`src/design/http_response_header_parser_defines.svh`:
```
// Assertion macros shared by the HTTP response header parser RTL.
// Depends on nothing; included by the top level that carries the checks.
`ifndef HTTP_RESPONSE_HEADER_PARSER_DEFINES_SVH
`define HTTP_RESPONSE_HEADER_PARSER_DEFINES_SVH

// Same-cycle implication, disabled while reset is asserted.
`define HRHP_ASSERT_NOW(label, clk, rstn, ante, cons, msg) \
    label: assert property (@(posedge clk) disable iff (!rstn) (ante) |-> (cons)) \
        else $error(msg);

// Next-cycle implication, disabled while reset is asserted.
`define HRHP_ASSERT_NEXT(label, clk, rstn, ante, cons, msg) \
    label: assert property (@(posedge clk) disable iff (!rstn) (ante) |=> (cons)) \
        else $error(msg);

`endif

```
`src/design/hrhp_pkg.sv`:
```
// Types, codes and constants of the HTTP response header parser.
// Depends on nothing; used by every module of the parser.
`timescale 1ns / 1ps
`default_nettype none

package hrhp_pkg;

    typedef enum logic [4:0] {
        PH_H1,
        PH_T1,
        PH_T2,
        PH_P1,
        PH_SL,
        PH_MAJ,
        PH_DOT,
        PH_MIN,
        PH_CWS,
        PH_CNUM,
        PH_PHR,
        PH_SLF,
        PH_KEY,
        PH_PRECOLON,
        PH_VAL,
        PH_HLF,
        PH_FLF,
        PH_BODY,
        PH_ERR
    } phase_t;

    typedef enum logic [2:0] {
        KIND_FRAMING,
        KIND_PHRASE,
        KIND_NAME,
        KIND_VALUE,
        KIND_LINE_END,
        KIND_HDR_DONE,
        KIND_BODY
    } kind_t;

    typedef enum logic [2:0] {
        ERR_NONE,
        ERR_MISMATCH,
        ERR_NOT_NUMERIC,
        ERR_EMPTY_PHRASE,
        ERR_NO_COLON,
        ERR_NO_CRLF,
        ERR_TRUNCATED
    } err_code_t;

    // Parser state carried from one beat to the next.
    typedef struct packed {
        phase_t      phase;
        logic [31:0] code_acc;       // code magnitude, capped at 2^31
        logic        code_negative;
        logic        field_nonempty;
        err_code_t   error;
        logic        code_done;
    } state_t;

    typedef struct packed {
        logic [7:0] data_byte;
        logic       last;
    } in_beat_t;

    typedef struct packed {
        logic [7:0]         data_byte;
        kind_t              kind;
        logic signed [31:0] status_code;
        logic               code_valid;
        err_code_t          error;
        logic               last;
    } result_t;

    localparam state_t STATE_RESET = '{
        phase:          PH_H1,
        code_acc:       32'd0,
        code_negative:  1'b0,
        field_nonempty: 1'b0,
        error:          ERR_NONE,
        code_done:      1'b0
    };

    localparam logic [7:0] CH_CR    = 8'h0D;
    localparam logic [7:0] CH_LF    = 8'h0A;
    localparam logic [7:0] CH_SPACE = 8'h20;
    localparam logic [7:0] CH_TAB   = 8'h09;
    localparam logic [7:0] CH_COLON = 8'h3A;
    localparam logic [7:0] CH_DOT   = 8'h2E;
    localparam logic [7:0] CH_PLUS  = 8'h2B;
    localparam logic [7:0] CH_MINUS = 8'h2D;
    localparam logic [7:0] CH_ZERO  = 8'h30;
    localparam logic [7:0] CH_NINE  = 8'h39;
    localparam logic [7:0] CH_NUL   = 8'h00;

    localparam logic [31:0] CODE_CAP = 32'h8000_0000;
    localparam logic [31:0] CODE_MAX = 32'h7FFF_FFFF;

    // Space, tab, LF, VT, FF and CR.
    function automatic logic is_ws(input logic [7:0] c);
        return (c == CH_SPACE) || ((c >= CH_TAB) && (c <= CH_CR));
    endfunction

    // Expected byte of the protocol literal for the first five phases.
    function automatic logic [7:0] lit_char(input phase_t ph);
        logic [7:0] ch;
        unique case (ph)
            PH_H1:   ch = 8'h48; // H
            PH_T1:   ch = 8'h54; // T
            PH_T2:   ch = 8'h54; // T
            PH_P1:   ch = 8'h50; // P
            PH_SL:   ch = 8'h2F; // slash
            default: ch = 8'h00;
        endcase
        return ch;
    endfunction

endpackage

`default_nettype wire

```
`src/design/http_response_header_parser.sv`:
```
// Top level of the HTTP response header parser: ports, state and result register.
// Depends on hrhp_pkg, hrhp_in_reg, hrhp_step and the assertion macro header.
//
// Usage: the response buffer enters one byte per beat on the s_ channel, with
// s_tlast high on the final byte of the buffer. Every input beat yields exactly
// one result beat on the m_ channel: the byte echoed with a tag (m_tuser) that
// says whether it is framing, reason phrase, header name, header value, a
// header line end, the end of the header section, or body. The result also
// carries the status code read so far (saturated to 32 bits), a flag that the
// code digits have ended, and an error code. After an error every byte up to
// the one flagged last is tagged framing and carries that error.
// An accepted beat goes through the input register, then the result register,
// to m_. The block sustains one byte per cycle while m_tready is high: the
// input register feeds one pass of per-byte logic into the result register,
// and the parser state loop closes through the state register alone. When the
// receiver holds m_tready low the result register keeps its beat, the input
// register still takes one more byte, and only then does s_tready fall. A beat
// flagged last returns the parser to the start of a new response. Synchronous
// active-low reset empties both registers and puts the parser at a response start.
`timescale 1ns / 1ps
`default_nettype none

`include "http_response_header_parser_defines.svh"

module http_response_header_parser (
    input  wire logic        aclk,
    input  wire logic        aresetn,
    input  wire logic        s_tvalid,
    output logic             s_tready,
    input  wire logic [7:0]  s_tdata,   // [7:0] byte_in
    input  wire logic        s_tlast,
    output logic             m_tvalid,
    input  wire logic        m_tready,
    output logic [47:0]      m_tdata,   // [7:0] byte_out, [39:8] status_code,
                                        // [40] code_valid, [43:41] error, [47:44] zero
    output logic [2:0]       m_tuser,   // [2:0] kind
    output logic             m_tlast
);

    logic               in_valid;
    hrhp_pkg::in_beat_t in_beat;
    logic               advance;

    hrhp_pkg::state_t   state_reg;
    hrhp_pkg::state_t   state_next;
    hrhp_pkg::state_t   step_state;
    hrhp_pkg::result_t  step_res;

    logic               m_valid_reg;
    hrhp_pkg::result_t  m_res_reg;

    // A byte moves from the input register into the result register whenever
    // the result register is empty or its beat is being taken this cycle.
    assign advance = in_valid && (!m_valid_reg || m_tready);

    hrhp_in_reg u_in_reg (
        .aclk     (aclk),
        .aresetn  (aresetn),
        .s_tvalid (s_tvalid),
        .s_tready (s_tready),
        .s_tdata  (s_tdata),
        .s_tlast  (s_tlast),
        .advance  (advance),
        .q_valid  (in_valid),
        .q_beat   (in_beat)
    );

    hrhp_step u_step (
        .cur  (state_reg),
        .beat (in_beat),
        .nxt  (step_state),
        .res  (step_res)
    );

    // The last byte of a buffer restarts the parser for the next response.
    always_comb begin
        if (in_beat.last) begin
            state_next = hrhp_pkg::STATE_RESET;
        end else begin
            state_next = step_state;
        end
    end

    always_ff @(posedge aclk) begin
        if (!aresetn) begin
            state_reg <= hrhp_pkg::STATE_RESET;
        end else if (advance) begin
            state_reg <= state_next;
        end
    end

    always_ff @(posedge aclk) begin
        if (!aresetn) begin
            m_valid_reg <= 1'b0;
        end else if (advance) begin
            m_valid_reg <= 1'b1;
        end else if (m_tready) begin
            m_valid_reg <= 1'b0;
        end
    end

    always_ff @(posedge aclk) begin
        if (advance) begin
            m_res_reg <= step_res;
        end
    end

    assign m_tvalid = m_valid_reg;
    assign m_tdata  = {4'd0, m_res_reg.error, m_res_reg.code_valid,
                       m_res_reg.status_code, m_res_reg.data_byte};
    assign m_tuser  = m_res_reg.kind;
    assign m_tlast  = m_res_reg.last;

    // A byte flagged last leaves the parser at the start of a fresh response.
    `HRHP_ASSERT_NEXT(a_last_restarts, aclk, aresetn, advance && in_beat.last, state_reg.phase == hrhp_pkg::PH_H1 && !state_reg.code_done && state_reg.error == hrhp_pkg::ERR_NONE, "parser did not restart after last byte")

    // A tagged byte can only carry no error, or the truncation report.
    `HRHP_ASSERT_NOW(a_tag_no_error, aclk, aresetn, m_valid_reg && m_res_reg.kind != hrhp_pkg::KIND_FRAMING, m_res_reg.error == hrhp_pkg::ERR_NONE || m_res_reg.error == hrhp_pkg::ERR_TRUNCATED, "tagged byte carries a latched error")

    // Body bytes only follow a completed status code.
    `HRHP_ASSERT_NOW(a_body_has_code, aclk, aresetn, m_valid_reg && m_res_reg.kind == hrhp_pkg::KIND_BODY, m_res_reg.code_valid, "body byte without a finished status code")

    // With the result register empty, the input side never stalls.
    `HRHP_ASSERT_NOW(a_ready_when_empty, aclk, aresetn, !m_valid_reg, s_tready, "input stalled while result register empty")

endmodule

`default_nettype wire

```
`src/design/hrhp_in_reg.sv`:
```
// Input register stage of the HTTP response header parser.
// Depends on hrhp_pkg for the beat type.
`timescale 1ns / 1ps
`default_nettype none

module hrhp_in_reg (
    input  wire logic              aclk,
    input  wire logic              aresetn,
    input  wire logic              s_tvalid,
    output logic                   s_tready,
    input  wire logic [7:0]        s_tdata,
    input  wire logic              s_tlast,
    input  wire logic              advance,
    output logic                   q_valid,
    output hrhp_pkg::in_beat_t     q_beat
);

    logic               valid_reg;
    hrhp_pkg::in_beat_t beat_reg;

    // The stage can take a new beat when empty or when its beat moves on.
    assign s_tready = !valid_reg || advance;
    assign q_valid  = valid_reg;
    assign q_beat   = beat_reg;

    always_ff @(posedge aclk) begin
        if (!aresetn) begin
            valid_reg <= 1'b0;
        end else if (s_tvalid && s_tready) begin
            valid_reg <= 1'b1;
        end else if (advance) begin
            valid_reg <= 1'b0;
        end
    end

    always_ff @(posedge aclk) begin
        if (s_tvalid && s_tready) begin
            beat_reg.data_byte <= s_tdata;
            beat_reg.last      <= s_tlast;
        end
    end

endmodule

`default_nettype wire

```
`src/design/hrhp_step.sv`:
```
// Per-byte parser logic: next state and tagged result for one beat.
// Depends on hrhp_pkg for state, result types and character constants.
`timescale 1ns / 1ps
`default_nettype none

module hrhp_step (
    input  wire hrhp_pkg::state_t   cur,
    input  wire hrhp_pkg::in_beat_t beat,
    output hrhp_pkg::state_t        nxt,
    output hrhp_pkg::result_t       res
);

    logic [7:0]  c;
    logic        c_ws;
    logic        c_digit;
    logic [3:0]  digit;
    logic [35:0] acc_x10;
    logic [31:0] acc_sat;
    logic        name_end;

    function automatic hrhp_pkg::state_t fail_st(input hrhp_pkg::state_t st,
                                                 input hrhp_pkg::err_code_t code);
        hrhp_pkg::state_t r;
        r       = st;
        r.phase = hrhp_pkg::PH_ERR;
        r.error = code;
        return r;
    endfunction

    assign c        = beat.data_byte;
    assign c_ws     = hrhp_pkg::is_ws(c);
    assign c_digit  = (c >= hrhp_pkg::CH_ZERO) && (c <= hrhp_pkg::CH_NINE);
    assign digit    = 4'(c - hrhp_pkg::CH_ZERO);
    assign name_end = (c == hrhp_pkg::CH_COLON) || (c == hrhp_pkg::CH_SPACE) ||
                      (c == hrhp_pkg::CH_CR) || (c == hrhp_pkg::CH_NUL);

    // acc * 10 + digit as two shifts and adds, then clamp at 2^31.
    assign acc_x10 = ({4'd0, cur.code_acc} << 3) + ({4'd0, cur.code_acc} << 1) +
                     {32'd0, digit};
    assign acc_sat = (acc_x10 > {4'd0, hrhp_pkg::CODE_CAP}) ? hrhp_pkg::CODE_CAP
                                                           : acc_x10[31:0];

    // Next state.
    always_comb begin
        nxt = cur;
        unique case (cur.phase)
            hrhp_pkg::PH_H1, hrhp_pkg::PH_T1, hrhp_pkg::PH_T2,
            hrhp_pkg::PH_P1, hrhp_pkg::PH_SL: begin
                if (c == hrhp_pkg::lit_char(cur.phase)) begin
                    nxt.phase = hrhp_pkg::phase_t'(cur.phase + 5'd1);
                end else begin
                    nxt = fail_st(cur, hrhp_pkg::ERR_MISMATCH);
                end
            end
            hrhp_pkg::PH_MAJ: nxt.phase = hrhp_pkg::PH_DOT;
            hrhp_pkg::PH_DOT: begin
                if (c == hrhp_pkg::CH_DOT) begin
                    nxt.phase = hrhp_pkg::PH_MIN;
                end else begin
                    nxt = fail_st(cur, hrhp_pkg::ERR_MISMATCH);
                end
            end
            hrhp_pkg::PH_MIN: nxt.phase = hrhp_pkg::PH_CWS;
            hrhp_pkg::PH_CWS: begin
                priority if (c_ws) begin
                    nxt = cur;
                end else if (c == hrhp_pkg::CH_PLUS || c == hrhp_pkg::CH_MINUS) begin
                    nxt.code_negative  = (c == hrhp_pkg::CH_MINUS);
                    nxt.field_nonempty = 1'b0;
                    nxt.phase          = hrhp_pkg::PH_CNUM;
                end else if (c_digit) begin
                    nxt.code_acc       = {28'd0, digit};
                    nxt.field_nonempty = 1'b1;
                    nxt.phase          = hrhp_pkg::PH_CNUM;
                end else begin
                    nxt = fail_st(cur, hrhp_pkg::ERR_NOT_NUMERIC);
                end
            end
            hrhp_pkg::PH_CNUM: begin
                priority if (c_digit) begin
                    nxt.code_acc       = acc_sat;
                    nxt.field_nonempty = 1'b1;
                end else if (!cur.field_nonempty) begin
                    nxt = fail_st(cur, hrhp_pkg::ERR_NOT_NUMERIC);
                end else begin
                    // The byte that ends the digits, unless whitespace, is the first phrase byte.
                    nxt.code_done      = 1'b1;
                    nxt.field_nonempty = 1'b0;
                    nxt.phase          = hrhp_pkg::PH_PHR;
                    if (c == hrhp_pkg::CH_CR) begin
                        nxt = fail_st(nxt, hrhp_pkg::ERR_EMPTY_PHRASE);
                    end else if (!c_ws) begin
                        nxt.field_nonempty = 1'b1;
                    end
                end
            end
            hrhp_pkg::PH_PHR: begin
                priority if (c == hrhp_pkg::CH_CR) begin
                    if (!cur.field_nonempty) begin
                        nxt = fail_st(cur, hrhp_pkg::ERR_EMPTY_PHRASE);
                    end else begin
                        nxt.phase = hrhp_pkg::PH_SLF;
                    end
                end else if (c_ws && !cur.field_nonempty) begin
                    nxt = cur;
                end else begin
                    nxt.field_nonempty = 1'b1;
                end
            end
            hrhp_pkg::PH_SLF: begin
                if (c == hrhp_pkg::CH_LF) begin
                    nxt.phase          = hrhp_pkg::PH_KEY;
                    nxt.field_nonempty = 1'b0;
                end else begin
                    nxt = fail_st(cur, hrhp_pkg::ERR_MISMATCH);
                end
            end
            hrhp_pkg::PH_KEY: begin
                if (name_end) begin
                    priority if (!cur.field_nonempty) begin
                        if (c == hrhp_pkg::CH_CR) begin
                            nxt.phase = hrhp_pkg::PH_FLF;
                        end else begin
                            nxt = fail_st(cur, hrhp_pkg::ERR_MISMATCH);
                        end
                    end else if (c == hrhp_pkg::CH_COLON) begin
                        nxt.phase          = hrhp_pkg::PH_VAL;
                        nxt.field_nonempty = 1'b0;
                    end else begin
                        nxt.phase = hrhp_pkg::PH_PRECOLON;
                    end
                end else begin
                    nxt.field_nonempty = 1'b1;
                end
            end
            hrhp_pkg::PH_PRECOLON: begin
                priority if (c == hrhp_pkg::CH_COLON) begin
                    nxt.phase          = hrhp_pkg::PH_VAL;
                    nxt.field_nonempty = 1'b0;
                end else if (!c_ws) begin
                    nxt = fail_st(cur, hrhp_pkg::ERR_NO_COLON);
                end else begin
                    nxt = cur;
                end
            end
            hrhp_pkg::PH_VAL: begin
                priority if (c == hrhp_pkg::CH_CR) begin
                    nxt.phase = hrhp_pkg::PH_HLF;
                end else if (c == hrhp_pkg::CH_SPACE && !cur.field_nonempty) begin
                    nxt = cur;
                end else begin
                    nxt.field_nonempty = 1'b1;
                end
            end
            hrhp_pkg::PH_HLF: begin
                if (c == hrhp_pkg::CH_LF) begin
                    nxt.phase          = hrhp_pkg::PH_KEY;
                    nxt.field_nonempty = 1'b0;
                end else begin
                    nxt = fail_st(cur, hrhp_pkg::ERR_NO_CRLF);
                end
            end
            hrhp_pkg::PH_FLF: begin
                if (c == hrhp_pkg::CH_LF) begin
                    nxt.phase = hrhp_pkg::PH_BODY;
                end else begin
                    nxt = fail_st(cur, hrhp_pkg::ERR_MISMATCH);
                end
            end
            hrhp_pkg::PH_BODY, hrhp_pkg::PH_ERR: nxt = cur;
            default: nxt.phase = hrhp_pkg::PH_ERR;
        endcase
    end

    // Result tagging.
    always_comb begin
        res.data_byte = c;
        res.kind      = hrhp_pkg::KIND_FRAMING;
        unique case (cur.phase)
            hrhp_pkg::PH_CNUM: begin
                if (!c_digit && cur.field_nonempty && !c_ws) begin
                    res.kind = hrhp_pkg::KIND_PHRASE;
                end
            end
            hrhp_pkg::PH_PHR: begin
                if (c != hrhp_pkg::CH_CR && !(c_ws && !cur.field_nonempty)) begin
                    res.kind = hrhp_pkg::KIND_PHRASE;
                end
            end
            hrhp_pkg::PH_KEY: begin
                if (!name_end) begin
                    res.kind = hrhp_pkg::KIND_NAME;
                end else if (!cur.field_nonempty && c == hrhp_pkg::CH_CR) begin
                    res.kind = hrhp_pkg::KIND_HDR_DONE;
                end
            end
            hrhp_pkg::PH_VAL: begin
                if (c == hrhp_pkg::CH_CR) begin
                    res.kind = hrhp_pkg::KIND_LINE_END;
                end else if (!(c == hrhp_pkg::CH_SPACE && !cur.field_nonempty)) begin
                    res.kind = hrhp_pkg::KIND_VALUE;
                end
            end
            hrhp_pkg::PH_HLF: begin
                if (c == hrhp_pkg::CH_LF) begin
                    res.kind = hrhp_pkg::KIND_LINE_END;
                end
            end
            hrhp_pkg::PH_FLF: begin
                if (c == hrhp_pkg::CH_LF) begin
                    res.kind = hrhp_pkg::KIND_HDR_DONE;
                end
            end
            hrhp_pkg::PH_BODY: res.kind = hrhp_pkg::KIND_BODY;
            default: res.kind = hrhp_pkg::KIND_FRAMING;
        endcase

        if (nxt.code_negative) begin
            res.status_code = 32'd0 - nxt.code_acc;
        end else if (nxt.code_acc[31]) begin
            res.status_code = hrhp_pkg::CODE_MAX;
        end else begin
            res.status_code = nxt.code_acc;
        end

        res.code_valid = nxt.code_done;
        if (beat.last && nxt.error == hrhp_pkg::ERR_NONE &&
            nxt.phase != hrhp_pkg::PH_BODY) begin
            res.error = hrhp_pkg::ERR_TRUNCATED;
        end else begin
            res.error = nxt.error;
        end
        res.last = beat.last;
    end

endmodule

`default_nettype wire
```
`config.mk`:
```
export PLATFORM = sky130hd
export DESIGN_NAME = http_response_header_parser
export DESIGN_NICKNAME = d
export VERILOG_FILES = /design/src/design/hrhp_pkg.sv /design/src/design/http_response_header_parser.sv /design/src/design/hrhp_in_reg.sv /design/src/design/hrhp_step.sv
export VERILOG_INCLUDE_DIRS = /design/src /design/src/design
export SDC_FILE = /design/constraint.sdc
export NUM_CORES = 1
export LEC_CHECK = 0
export ABC_AREA = 1
export BUFFER_PORTS_ARGS = -buffer_cell sky130_fd_sc_hd__buf_4
export CAP_MARGIN = 30
export CELL_PAD_IN_SITES_DETAIL_PLACEMENT = 0
export CELL_PAD_IN_SITES_GLOBAL_PLACEMENT = 1
export CORE_AREA = 2 2 155 157
export DETAILED_ROUTE_END_ITERATION = 10
export DIE_AREA = 0 0 157 159
export GPL_TIMING_DRIVEN = 0
export PLACE_DENSITY = 0.9
export SETUP_SLACK_MARGIN = 0.1
export SYNTH_ARGS = -nofsm -noshare
export SYNTH_HDL_FRONTEND = slang
export SYNTH_SLANG_ARGS = --single-unit
```
`constraint.sdc`:
```
create_clock -name aclk -period 7.3 [get_ports aclk]
set_input_delay 0.73 -clock aclk [delete_from_list [all_inputs] [get_ports aclk]]
set_output_delay 0.73 -clock aclk [all_outputs]
set_load 0.01 [all_outputs]
```
==> flow_metrics.py <==
metrics = {
    "sta": {
        "skew_ns": 0.01441,
        "clock.fmax_mhz": 186.5,
        "holdWs_ns": 0.4734,
        "setup_tns_ns": 0,
        "slew_headroom_pct": 36.04,
        "finalSetupViolCount": 0,
        "rsz0062_at_grt": "false",
        "worst-slew-pin-transition_ns": 0.9493,
        "hold_violations": 0,
        "slew_violations": 0,
        "fin_crit_sh_pct": 73.47,
        "period_needed_ns": 5.363,
    },
    "synth": {
        "ys_seq_area_share_pct": 25.30,
        "synthCells": 1659,
        "synth_edf_count": 57,
        "ys.flop_type": "edfxtp_1",
        "syn-mean-instance-area_um2": 6.225,
        "ys_async_sr_fraction_pct": 0,
        "ys_warn_count": 0,
        "ys_types": 57,
        "ys_seq_elements": 102,
        "netlist_area_um2": 10330,
    },
    "placement": {
        "dp_hpwl_um": 28770,
        "place_congestion": 0.9920,
        "io_buffers": 62,
    },
    "detailed_routing": {
        "via_count": 10830,
        "route.detailed.drc": 0,
        "drtIter0Drc": 1056,
        "drtAntennaViolNets": 0,
        "wl_per_cell_um": 16.75,
        "viasPerCell": 5.256,
        "drt-pass1-iter-count": 5,
        "wl_um": 34500,
    },
    "clock_tree": {
        "clock-sinks": 102,
        "cts_resized": 0,
        "postCtsHoldBufs": 0,
        "post-cts-setup-buffers": 0,
        "cts.root.buffer_cell": "clkbuf_16",
        "cts_tree": "yes",
        "clkSlewWorstSetupHoldPaths_ns": 0.08,
        "cts_max_level": 3,
        "insertion_delay_ns": 0.37,
        "cts_buffer_depth": 2,
        "cts_buffers": 9,
    },
    "global_route": {
        "antenna_found_initial": 0,
        "overflow": 0,
        "grt_max_degree": 40,
        "grt_use_total_pct": 27.97,
        "grt_pass1_vias": 9968,
        "grt_pass1_wl_um": 54340,
    },
    "final_layout": {
        "diodes": 0,
        "nets": 1820,
        "final_common_cell": "nand2_1",
        "final_cell_mix": "532 x nand2_1, 236 x inv_1, 183 x nor2_1",
        "drive_above_1_share_pct": 12.52,
        "largest_register_ffs": 44,
        "area_delta_synth_final_pct": 11.64,
    },
    "power_and_ir_drop": {
        "peakVddDrop_v": 0.0001115,
        "powerDensity_nw_per_um2": 116.8,
        "p_leak_nw": 5.868,
    },
    "worst_setup_path": {
        "crit_buf_inv": 5,
        "cp_top_family": "simple AND/OR/NAND/NOR gates",
        "worst-path-stages": 30,
        "worst_setup_path_start_kind": "flop",
        "ff2ff_path_depth": 30,
        "max_stage_delay_ns": 0.69,
        "path_common_cell": "nand2_1",
        "critPathMaxFanout": 10,
        "worstSetupEndpointType": "flop",
        "cp_data_required_time_ns": 7.42,
        "cp.arrival_ns": 5.48,
        "worstSetupPathType": "flop to flop",
        "slowest_stage": "fa_1",
    },
    "job": {
        "drv_cap": 0,
    },
    "outcome": {
        "status": "completed",
    },
    "worst_hold_path": {
        "hold_depth": 2,
        "hold_path_class": "flop to flop",
    },
    "floorplan": {
        "chipWidth_um": 157,
        "rows": 56,
        "die_h_um": 159,
        "initial_core_util_pct": 44.53,
        "io_pins": 67,
        "core_area_um2": 23190,
        "dieArea_um2": 24960,
    },
}
final cells by class:
type	instances	area (µm²)
buffer	41	237.7
inverter	260	980.9
clock inverter	7	81.33
clock buffer	9	225.2
fill	2414	11660
timing repair buffer	63	485.5
sequential	102	2613
multi-input combinational	1259	6507
tap	319	399.1
cells in the mapped netlist (7+ instances only):
cell type / number / share of area (%)
nor3_1: 18 / 0.87
o2111ai_1: 7 / 0.59
nand4_1: 18 / 1.1
buf_4: 8 / 0.58
clkbuf_1: 19 / 0.69
nor2_2: 27 / 1.6
dfxtp_1: 45 / 8.7
inv_1: 237 / 8.6
nand3_1: 86 / 4.2
edfxtp_1: 57 / 17
inv_2: 21 / 0.76
a211oi_1: 8 / 0.58
xor2_1: 7 / 0.59
o21ai_1: 24 / 1.2
nand2_2: 18 / 1.1
nor2_1: 183 / 6.7
o21ai_0: 55 / 2.7
buf_2: 7 / 0.34
o211ai_1: 7 / 0.51
nand2_1: 532 / 19
ha_1: 69 / 8.4
a21oi_2: 10 / 0.85
a21oi_1: 102 / 4.9
through the flow:
| stage | total power, W | instance area [µm²] | cells | setup WS (ns) | utilization, % |
|---|---|---|---|---|---|
| finish | 0.001347 | 11530 | 2060 | 1.937 | 49.71 |
| global route | 0.001395 | 11530 | 2060 | 1.613 | 49.71 |
| CTS | 0.001351 | 11530 | 2060 | 1.996 | 49.71 |
| detailed placement | 0.0008544 | 11220 | 2044 | 2.038 | 48.39 |
| global placement | 0.0008536 | 11200 | 2043 | 2.021 | 48.31 |
| floorplan | 0.0007787 | 10340 | 1662 | 3.254 | - |
cell families (layout without fill, tap and decap cells):
family | Yosys count | in the layout | synth area share, %
simple gates | 928 | 928 | 39.13
buf+inv | 301 | 380 | 11.80
compound gates | 243 | 243 | 13.81
flops | 102 | 102 | 25.30
fa+ha+maj | 71 | 71 | 8.747
xor+xnor | 13 | 13 | 1.175
other cells | 1 | 4 | 0.03631
per-layer routing:
metal	part of all wire (%)	track usage (%)	up-vias	wire length, µm
li1	-	-	5488	-
met1	49	41.57	4904	16780
met2	41	41.41	383	14260
met3	7.2	4.137	52	2469
met4	2.9	8.799	0	990
met5	0	0	-	0
worst min-delay path, stage by stage, from the launching register on:
cell and delay (ns):
dfxtp_1 0.31, nand2_1 0.06, a21oi_1 0.06
power by group:
part / internal, W / leakage (nW) / total [W] / switching (W)
sequential: 0.000624 / 0.904 / 0.000635 / 0.0000103
combinational: 0.0000685 / 4.81 / 0.000210 / 0.000142
clock: 0.000246 / 0.150 / 0.000502 / 0.000256
path summary, 6_finish.rpt:
| check | startpoint | to | slack [ns] |
|---|---|---|---|
| worst max-delay path | u_in_reg.q_beat[4]$_DFFE_PP_ | m_tdata[32]$_DFFE_PP_ | 1.94 |
| worst max register to register | u_in_reg.q_beat[4]$_DFFE_PP_ | m_tdata[32]$_DFFE_PP_ | 1.94 |
| worst min register to register | state_reg[0]$_SDFFE_PN0P_ | state_reg[0]$_SDFFE_PN0P_ | 0.47 |
| worst min-delay path | state_reg[0]$_SDFFE_PN0P_ | state_reg[0]$_SDFFE_PN0P_ | 0.47 |
Power figures use the tool's default switching activity.
